## config.mk

```make
export PLATFORM = sky130hd
export DESIGN_NAME = utme_ctrl
export DESIGN_NICKNAME = d
export VERILOG_FILES = /design/src/rtl/utme_pkg.sv /design/src/rtl/utme_ctrl.sv
export SDC_FILE = /design/constraint.sdc
export NUM_CORES = 1
export LEC_CHECK = 0
export BUFFER_PORTS_ARGS = -buffer_cell sky130_fd_sc_hd__buf_2
export CAP_MARGIN = 20
export CORE_ASPECT_RATIO = 2
export CORE_MARGIN = 2
export CORE_UTILIZATION = 40
export CTS_CLUSTER_SIZE = 24
export DETAILED_ROUTE_END_ITERATION = 10
export GPL_TIMING_DRIVEN = 0
export PLACE_DENSITY = 0.69
export SLEW_MARGIN = 5
export SYNTH_ARGS = -nofsm -noshare
export SYNTH_HDL_FRONTEND = slang
export SYNTH_SLANG_ARGS = --single-unit
```

## constraint.sdc

```tcl
create_clock -name aclk -period 3.1 [get_ports aclk]
set_input_delay 0.62 -clock aclk [delete_from_list [all_inputs] [get_ports aclk]]
set_output_delay 0.62 -clock aclk [all_outputs]
set_load 0.005 [all_outputs]
```

## src/rtl/utme_pkg.sv

```systemverilog
package utme_pkg;

    localparam int MAX_N  = 16;
    localparam int IDX_W  = $clog2(MAX_N);
    localparam int ADDR_W = 2 * IDX_W;
    localparam int DEPTH  = MAX_N * MAX_N;
    localparam int DATA_W = 32;
    localparam int PROD_W = 2 * DATA_W;
    localparam int ACC_W  = PROD_W + 8;
    localparam int FRAC_W = 16;
    localparam int SIZE_W = 5;

    localparam logic [1:0] FUNC_WR_A   = 2'd0;
    localparam logic [1:0] FUNC_WR_B   = 2'd1;
    localparam logic [1:0] FUNC_COMP   = 2'd2;
    localparam logic [1:0] FUNC_RD     = 2'd3;

    // operand sources of a multiply-accumulate
    localparam logic [1:0] SRC_ASQ  = 2'd0;  // A * A
    localparam logic [1:0] SRC_BAT  = 2'd1;  // B * A^T
    localparam logic [1:0] SRC_A2B  = 2'd2;  // A2 * B

    typedef struct packed {
        logic               a_we;
        logic               b_we;
        logic [ADDR_W-1:0]  wr_addr;
        logic               mac_valid;
        logic               mac_first;
        logic               mac_last;
        logic [1:0]         src;
        logic [ADDR_W-1:0]  x_addr;
        logic [ADDR_W-1:0]  y_addr;
        logic [ADDR_W-1:0]  dst_addr;
        logic               dst_c;
        logic               c_rd_en;
        logic [ADDR_W-1:0]  c_rd_addr;
        logic               sat_clr;
        logic               out_load;
        logic               out_done;
        logic               out_zero;
    } cmd_t;

    typedef struct packed {
        logic out_free;
    } status_t;

endpackage

```

## src/rtl/utme_ctrl.sv

```systemverilog
module utme_ctrl (
    input  logic                            aclk,
    input  logic                            aresetn,
    input  logic                            cfg_valid,
    output logic                            cfg_ready,
    input  logic [utme_pkg::SIZE_W-1:0]     cfg_data,
    input  logic                            s_tvalid,
    output logic                            s_tready,
    input  logic [1:0]                      s_func,
    input  logic [utme_pkg::IDX_W-1:0]      s_row,
    input  logic [utme_pkg::IDX_W-1:0]      s_col,
    output utme_pkg::cmd_t                  cmd,
    input  utme_pkg::status_t               status
);

    localparam int IW = utme_pkg::IDX_W;

    localparam logic [2:0] ST_IDLE   = 3'd0;
    localparam logic [2:0] ST_P1     = 3'd1;
    localparam logic [2:0] ST_DRAIN1 = 3'd2;
    localparam logic [2:0] ST_P2     = 3'd3;
    localparam logic [2:0] ST_DRAIN2 = 3'd4;
    localparam logic [2:0] ST_RESP_C = 3'd5;
    localparam logic [2:0] ST_RESP_R = 3'd6;

    logic [2:0]                  state_reg, state_next;
    logic [utme_pkg::SIZE_W-1:0] size_reg;
    logic [IW-1:0]               nm1_reg, nm1_next, nm1_cfg;
    logic [IW-1:0]               i_reg, i_next, j_reg, j_next, k_reg, k_next;
    logic                        term_reg, term_next;
    logic [1:0]                  drain_reg, drain_next;
    logic                        inside_reg, inside_next;
    logic                        accept;

    assign cfg_ready = 1'b1;
    assign s_tready  = (state_reg == ST_IDLE);
    assign accept    = s_tvalid && s_tready;

    always_comb begin
        if (size_reg == '0) begin
            nm1_cfg = '0;
        end else if (size_reg > utme_pkg::SIZE_W'(utme_pkg::MAX_N)) begin
            nm1_cfg = IW'(utme_pkg::MAX_N - 1);
        end else begin
            nm1_cfg = IW'(size_reg - 1'b1);
        end
    end

    always_comb begin
        state_next  = state_reg;
        nm1_next    = nm1_reg;
        i_next      = i_reg;
        j_next      = j_reg;
        k_next      = k_reg;
        term_next   = term_reg;
        drain_next  = drain_reg;
        inside_next = inside_reg;
        cmd         = '0;
        cmd.wr_addr   = {s_row, s_col};
        cmd.c_rd_addr = {s_row, s_col};
        unique case (state_reg)
            ST_IDLE: begin
                if (accept) begin
                    unique case (s_func)
                        utme_pkg::FUNC_WR_A: cmd.a_we = 1'b1;
                        utme_pkg::FUNC_WR_B: cmd.b_we = 1'b1;
                        utme_pkg::FUNC_COMP: begin
                            cmd.sat_clr = 1'b1;
                            nm1_next    = nm1_cfg;
                            i_next      = '0;
                            j_next      = '0;
                            k_next      = '0;
                            state_next  = ST_P1;
                        end
                        utme_pkg::FUNC_RD: begin
                            cmd.c_rd_en = 1'b1;
                            inside_next = (s_row <= nm1_reg) && (s_col <= nm1_reg);
                            state_next  = ST_RESP_R;
                        end
                    endcase
                end
            end
            ST_P1: begin
                cmd.mac_valid = 1'b1;
                cmd.src       = utme_pkg::SRC_ASQ;
                cmd.x_addr    = {i_reg, k_reg};
                cmd.y_addr    = {k_reg, j_reg};
                cmd.dst_addr  = {i_reg, j_reg};
                cmd.mac_first = (k_reg == i_reg);
                cmd.mac_last  = (k_reg == j_reg);
                if (k_reg == j_reg) begin
                    if (j_reg == nm1_reg) begin
                        if (i_reg == nm1_reg) begin
                            drain_next = '0;
                            state_next = ST_DRAIN1;
                        end else begin
                            i_next = i_reg + 1'b1;
                            j_next = i_reg + 1'b1;
                            k_next = i_reg + 1'b1;
                        end
                    end else begin
                        j_next = j_reg + 1'b1;
                        k_next = i_reg;
                    end
                end else begin
                    k_next = k_reg + 1'b1;
                end
            end
            ST_DRAIN1: begin
                // let the last A2 writes land before they are read
                drain_next = drain_reg + 1'b1;
                if (drain_reg == 2'd3) begin
                    i_next     = '0;
                    j_next     = '0;
                    k_next     = '0;
                    term_next  = 1'b0;
                    state_next = ST_P2;
                end
            end
            ST_P2: begin
                cmd.mac_valid = 1'b1;
                cmd.dst_c     = 1'b1;
                cmd.dst_addr  = {i_reg, j_reg};
                cmd.x_addr    = {i_reg, k_reg};
                cmd.mac_first = !term_reg && (k_reg == j_reg);
                cmd.mac_last  = term_reg && (k_reg == nm1_reg);
                if (term_reg) begin
                    cmd.src    = utme_pkg::SRC_A2B;
                    cmd.y_addr = {k_reg, j_reg};
                end else begin
                    cmd.src    = utme_pkg::SRC_BAT;
                    cmd.y_addr = {j_reg, k_reg};
                end
                if (k_reg == nm1_reg) begin
                    if (!term_reg) begin
                        term_next = 1'b1;
                        k_next    = i_reg;
                    end else if (j_reg == nm1_reg) begin
                        if (i_reg == nm1_reg) begin
                            drain_next = '0;
                            state_next = ST_DRAIN2;
                        end else begin
                            i_next    = i_reg + 1'b1;
                            j_next    = '0;
                            k_next    = '0;
                            term_next = 1'b0;
                        end
                    end else begin
                        j_next    = j_reg + 1'b1;
                        k_next    = j_reg + 1'b1;
                        term_next = 1'b0;
                    end
                end else begin
                    k_next = k_reg + 1'b1;
                end
            end
            ST_DRAIN2: begin
                drain_next = drain_reg + 1'b1;
                if (drain_reg == 2'd3) begin
                    state_next = ST_RESP_C;
                end
            end
            ST_RESP_C: begin
                if (status.out_free) begin
                    cmd.out_load = 1'b1;
                    cmd.out_done = 1'b1;
                    cmd.out_zero = 1'b1;
                    state_next   = ST_IDLE;
                end
            end
            ST_RESP_R: begin
                if (status.out_free) begin
                    cmd.out_load = 1'b1;
                    cmd.out_zero = !inside_reg;
                    state_next   = ST_IDLE;
                end
            end
            default: begin
                state_next = ST_IDLE;
            end
        endcase
    end

    always_ff @(posedge aclk) begin
        if (!aresetn) begin
            state_reg <= ST_IDLE;
            size_reg  <= utme_pkg::SIZE_W'(utme_pkg::MAX_N);
            nm1_reg   <= IW'(utme_pkg::MAX_N - 1);
        end else begin
            state_reg <= state_next;
            nm1_reg   <= nm1_next;
            if (cfg_valid && cfg_ready) begin
                size_reg <= cfg_data;
            end
        end
        i_reg      <= i_next;
        j_reg      <= j_next;
        k_reg      <= k_next;
        term_reg   <= term_next;
        drain_reg  <= drain_next;
        inside_reg <= inside_next;
    end

endmodule

```

* After elaboration in Yosys (flattened, before gate mapping)
Cells that the tools add are included.
** Word-level totals
- Flip-flop bits (word level) :: 28
- Bits in latches :: 0
- Bits in writable memories :: 0
- Bits in read-only memories :: 0
- Bits of input ports :: 20
- Memories :: 0
** Operators by class
- Add/subtract/negate cells :: 5
- Multipliers :: 0
- Div/mod/pow operators :: 0
- Order comparisons :: 3
- Equality and inequality tests :: 32
- Shifts and indexed selects :: 0
- Mux-type cells :: 69
- Bitwise operators :: 0
- Reductions and logical operators :: 22
** Operator list (count)
- 4-bit two-way mux :: 21
- 29-bit one-hot mux with 2 select lines :: 1
- 4-bit one-hot mux with 4 select lines :: 3
- 3-bit two-way mux :: 12
- 4-bit == test :: 5
- 2-bit inequality test, second input constant :: 9
- 3-bit one-hot mux with 6 select lines :: 1
- 1-bit two-way mux :: 17
- 2-bit two-way mux :: 8
- 4-bit by 1-bit adder with 4-bit output, second input constant :: 3
- 12-bit AND reduction :: 1
- 3-bit == test, second input constant :: 3
- 3-bit AND reduction :: 3
- 9-bit AND reduction :: 1
- 4-bit <= comparator :: 2
- 8-bit two-way mux :: 1
- 7-bit AND reduction :: 1
- 2-bit == test, second input constant :: 3
- 3-bit by 2-bit == test with 1-bit output, second input constant :: 2
- 2-bit by 1-bit inequality test with 1-bit output, second input constant :: 3
- 3-bit inequality test, second input constant :: 2
- 1-bit one-hot mux with 2 select lines :: 3
- 2-bit one-hot mux with 3 select lines :: 1
- 3-bit one-hot mux with 2 select lines :: 1
- 19 further kinds :: 24

* Logic depth before layout (Yosys ltp)
- Depth in word-level cells :: 6
- Depth in mapped cells :: 8

* Worst setup path after synthesis
OpenSTA, ideal clock, no wires.
- Path kind :: flip-flop to flip-flop
- Start point :: register k_reg[0]
- End point :: register j_reg[0], enable pin
- Arrival time :: 1.867 ns
- Required time :: 2.761 ns
- Slack :: 0.895 ns
- Cell stages (with the launch flop) :: 7
- Buffers on the path :: 1
- Clock period less this slack :: 2.205 ns
- Cells stage by stage :: edfxtp_1 -> buf_6 -> xor2_1 -> nor4_4 -> o2bb2ai_2 -> or2_2 -> a211oi_2
** On the way
- Word-level cells in the longest chain between the ends :: 3
** RTL lines
- start, declared :: line utme_ctrl.sv:29 : logic [IW-1:0] i_reg, i_next, j_reg, j_next, k_reg, k_next;
- start signal, assigned :: line utme_ctrl.sv:198 : k_reg <= k_next;
- 4-bit == test (on tied branches) :: line utme_ctrl.sv:134, utme_ctrl.sv:91
- 2-bit inequality test (no line)
- 9-bit AND reduction (no line) *
- end signal, assigned :: line utme_ctrl.sv:197 : j_reg <= j_next;
- end, declared :: line utme_ctrl.sv:29
Every way passes the cells marked *; elsewhere a longest branch is shown, timed or not.
A chain may end at the register's enable or synchronous reset.

==> results.json <==
{
  "worstSetupStartpointType": "register",
  "max_freq_ghz": 0.374,
  "antenna_found_initial": 0,
  "min_path_cells": 2,
  "run_status": "complete, no violations",
  "critPathBufInv": 2,
  "postRouteAntennaNets": 0,
  "initial_utilization_pct": 40.8,
  "synth_ff_type": "sky130_fd_sc_hd__edfxtp_1",
  "edff_count_synth": 16,
  "yosys_warnings": 0,
  "die_h_um": 120,
  "maxCapViolations": 0,
  "yosysUniqueCellTypes": 53,
  "power.density_cell_area_nw_per_um2": 704,
  "clk_path_buf_depth": 2,
  "number_of_levels_in_the_clock_h_tree": 1,
  "syn-num-nets": 362,
  "drt-wirelength-per-cell_um": 14.6,
  "number_of_global_route_vias_before_repair": 2443,
  "vdd_drop_max_mv": 0.382,
  "r2r_cells": 6,
  "top_level_ports": 75,
  "fillCellCount": 684,
  "numCtsBuffers": 3,
  "rsz0062_at_grt": "no",
  "num_antenna_cells": 0,
  "timing.critical_path.fanout_max": 7,
  "critPathKind": "register to output port",
  "detailedRoute.firstPassIterationCount": 4,
  "cts_clk_pin_slew_worst_paths_ps": 70,
  "critical_path.cell_chain": "buf_2, xor2_1, nor4_4, nand2_1, nand2_1, buf_2",
  "leakage_power_nw": 1.50,
  "io_buffer_count": 72,
  "setup-violations-final": 0,
  "cp_max_delay_cell": "sky130_fd_sc_hd__nor4_4",
  "grt_first_pass_wirelength_um": 11200,
  "largest_clock_skew_in_the_final_design_ps": 9.77,
  "numClockSinks": 28,
  "hold_path_class": "register to register",
  "hold_viol_final": 0,
  "crit_family": "simple AND/OR/NAND/NOR gates",
  "post_cts_setup_buffers": 0,
  "report.final.slew_viol_count": 0,
  "clock_insertion_delay_at_the_later_pin_of_the_skew_report_ps": 270,
  "worstSetupPathDepth": 6,
  "detailroute.via_count": 2581,
  "num-nets-final": 439,
  "finalCriticalPeriod_ps": 2670,
  "proportion_of_register_bits_with_asynchronous_set_or_reset_after_synthesis_pct": 0,
  "syn_inst": 329,
  "postSynthAreaPerCell_um2": 8.14,
  "totalNegativeSetupSlack_ps": 0,
  "post_dp_cell_area_um2": 3150,
  "synth.yosys.seq_area_share_pct": 26.9,
  "design.die.area_um2": 7410,
  "ctsResizeCount": 0,
  "yosysTopAreaCell": "sky130_fd_sc_hd__edfxtp_1",
  "max_slew.worst_pin.slew_ps": 584,
  "die_w_um": 61.9,
  "layout_worst_path_cycle_share_pct": 86.2,
  "drtIter0Drc": 100,
  "track_usage_pct": 20.1,
  "area_growth_pct": 20.9,
  "finalWeightedCongestion": 0.934,
  "largest_register_ffs": 5,
  "drt_drc": 0,
  "dp_hpwl_um": 5880,
  "postLayoutCoreUtil_pct": 49.3,
  "synth_top_cells_by_area": "sky130_fd_sc_hd__edfxtp_1 18%, sky130_fd_sc_hd__dfxtp_1 9.0%, sky130_fd_sc_hd__buf_4 6.7%",
  "via_per_inst": 5.24,
  "post-route-cell-area_um2": 3240,
  "core_area_um2": 6570,
  "yosys_register_bits": 28,
  "cts_root_buffer": "sky130_fd_sc_hd__clkbuf_16",
  "cpPeakStageDelay_ps": 540,
  "grt_max_degree": 16,
  "tritoncts": "built",
  "crit_path_end_kind": "output port",
  "synth_top_area_share_pct": 17.9,
  "drive_above_1_share_pct": 29.9,
  "rows": 42,
  "timing.critical_path.required_ps": 2480,
  "cp_data_arrival_time_ps": 2050,
  "grt_overflow": 0,
  "slew-limit-headroom_pct": 60.8,
  "totalWireLength_um": 7180,
  "cts.hold.buffers_added": 0,
  "area_of_the_mapped_netlist_um2": 2680
}
==> path summary, 6_finish.rpt <==
| kind | endpoint | slack [ps] | from |
|---|---|---|---|
| worst min register to register | size_reg[1] | 550 | size_reg[1] |
| worst max register to register | j_reg[1] | 470 | k_reg[1] |
| worst min-delay path | size_reg[1] | 550 | size_reg[1] |
| worst max-delay path | cmd[40] | 430 | k_reg[1] |
==> synthesized netlist by cell type, types with 3 or more instances <==
library cell / number
sky130_fd_sc_hd__o21a_1: 3
sky130_fd_sc_hd__nor3_1: 7
sky130_fd_sc_hd__clkbuf_1: 10
sky130_fd_sc_hd__buf_6: 3
sky130_fd_sc_hd__nor4_1: 3
sky130_fd_sc_hd__and2_1: 9
sky130_fd_sc_hd__a31oi_1: 3
sky130_fd_sc_hd__a22oi_1: 4
sky130_fd_sc_hd__buf_2: 7
sky130_fd_sc_hd__ha_1: 13
sky130_fd_sc_hd__nand3b_1: 3
sky130_fd_sc_hd__nand2_1: 40
sky130_fd_sc_hd__edfxtp_1: 16
sky130_fd_sc_hd__nor2b_1: 7
sky130_fd_sc_hd__xor2_1: 14
sky130_fd_sc_hd__inv_1: 16
sky130_fd_sc_hd__nand4_1: 4
sky130_fd_sc_hd__buf_4: 24
sky130_fd_sc_hd__o211ai_1: 5
sky130_fd_sc_hd__o21ai_0: 7
sky130_fd_sc_hd__dfxtp_1: 12
sky130_fd_sc_hd__xnor2_1: 15
sky130_fd_sc_hd__nor2_1: 25
sky130_fd_sc_hd__nand3_1: 10
sky130_fd_sc_hd__mux2i_1: 11
sky130_fd_sc_hd__a21oi_1: 17
sky130_fd_sc_hd__nand2b_1: 6
==> cell families after synthesis <==
logic type               after synthesis  synth area share, %
AND/OR/NAND/NOR                      127                 24.5
buffers and inverters                 61                 13.1
AO/OA/AOI/OAI                         58                 15.1
XOR/XNOR                              30                 10.1
flip-flops                            28                 26.9
adder cells (fa/ha/maj)               13                 6.07
multiplexers                          11                 4.11
other                                  1                0.140
==> worst reg2reg max path, cell delays in order, from the launching register on <==
cell and delay (ps):
sky130_fd_sc_hd__edfxtp_1 420, sky130_fd_sc_hd__buf_2 200, sky130_fd_sc_hd__xor2_1 180, sky130_fd_sc_hd__nor4_4 540, sky130_fd_sc_hd__o2bb2ai_2 230, sky130_fd_sc_hd__or2_2 340
sky130_fd_sc_hd__a211oi_2 380
==> metal layers <==
layer,share of wire [%],up-vias,GRT usage (%)
met4,5.4,0,10.8
met2,55,98,35.8
met3,4.9,30,2.26
li1,-,1270,-
met1,34,1183,21.4
met5,0,-,0
==> placed cells by master (no fill, tap or decap), types with 4 or more instances in the layout <==
cell	netlist	routed
sky130_fd_sc_hd__o211ai_1	5	5
sky130_fd_sc_hd__clkbuf_1	10	10
sky130_fd_sc_hd__buf_2	7	79
sky130_fd_sc_hd__nand4_1	4	4
sky130_fd_sc_hd__buf_4	24	24
sky130_fd_sc_hd__inv_1	16	16
sky130_fd_sc_hd__nand2b_1	6	6
sky130_fd_sc_hd__nor3_1	7	7
sky130_fd_sc_hd__nor2b_1	7	7
sky130_fd_sc_hd__nand2_1	40	40
sky130_fd_sc_hd__ha_1	13	13
sky130_fd_sc_hd__xnor2_1	15	15
sky130_fd_sc_hd__a22oi_1	4	4
sky130_fd_sc_hd__dfxtp_1	12	12
sky130_fd_sc_hd__mux2i_1	11	11
sky130_fd_sc_hd__edfxtp_1	16	16
sky130_fd_sc_hd__o21ai_0	7	7
sky130_fd_sc_hd__nor2_1	25	25
sky130_fd_sc_hd__a21oi_1	17	17
sky130_fd_sc_hd__xor2_1	14	14
sky130_fd_sc_hd__nand3_1	10	10
sky130_fd_sc_hd__and2_1	9	9
==> layout make-up <==
class                           instances  area [um2]  share of cell area [%]
Timing Repair Buffer                   72         360                    11.1
Sequential cell                        28         721                    22.3
Buffer                                 45         290                    8.96
Inverter                               16        60.1                    1.85
Tap cell                               88         110                    3.40
Clock buffer                            4        88.8                    2.74
Multi-Input combinational cell        240        1610                    49.7
==> power breakdown <==
| part | switching, W | internal, W | leakage [nW] |
|---|---|---|---|
| logic | 0.000809 | 0.000551 | 1.20 |
| clock network | 0.000129 | 0.000198 | 0.0442 |
| registers | 0.0000664 | 0.000525 | 0.250 |
==> through the flow <==
step,hold WS (ps),power (W),cells,setup WS [ps]
detailed placement,545,0.00195,489,509
global route,580,0.00244,493,327
CTS,556,0.00228,493,445
finish,553,0.00228,493,427
global placement,538,0.00192,489,539
floorplan,505,0.00158,329,895
Note: power is estimated with default switching activity, not from simulation.
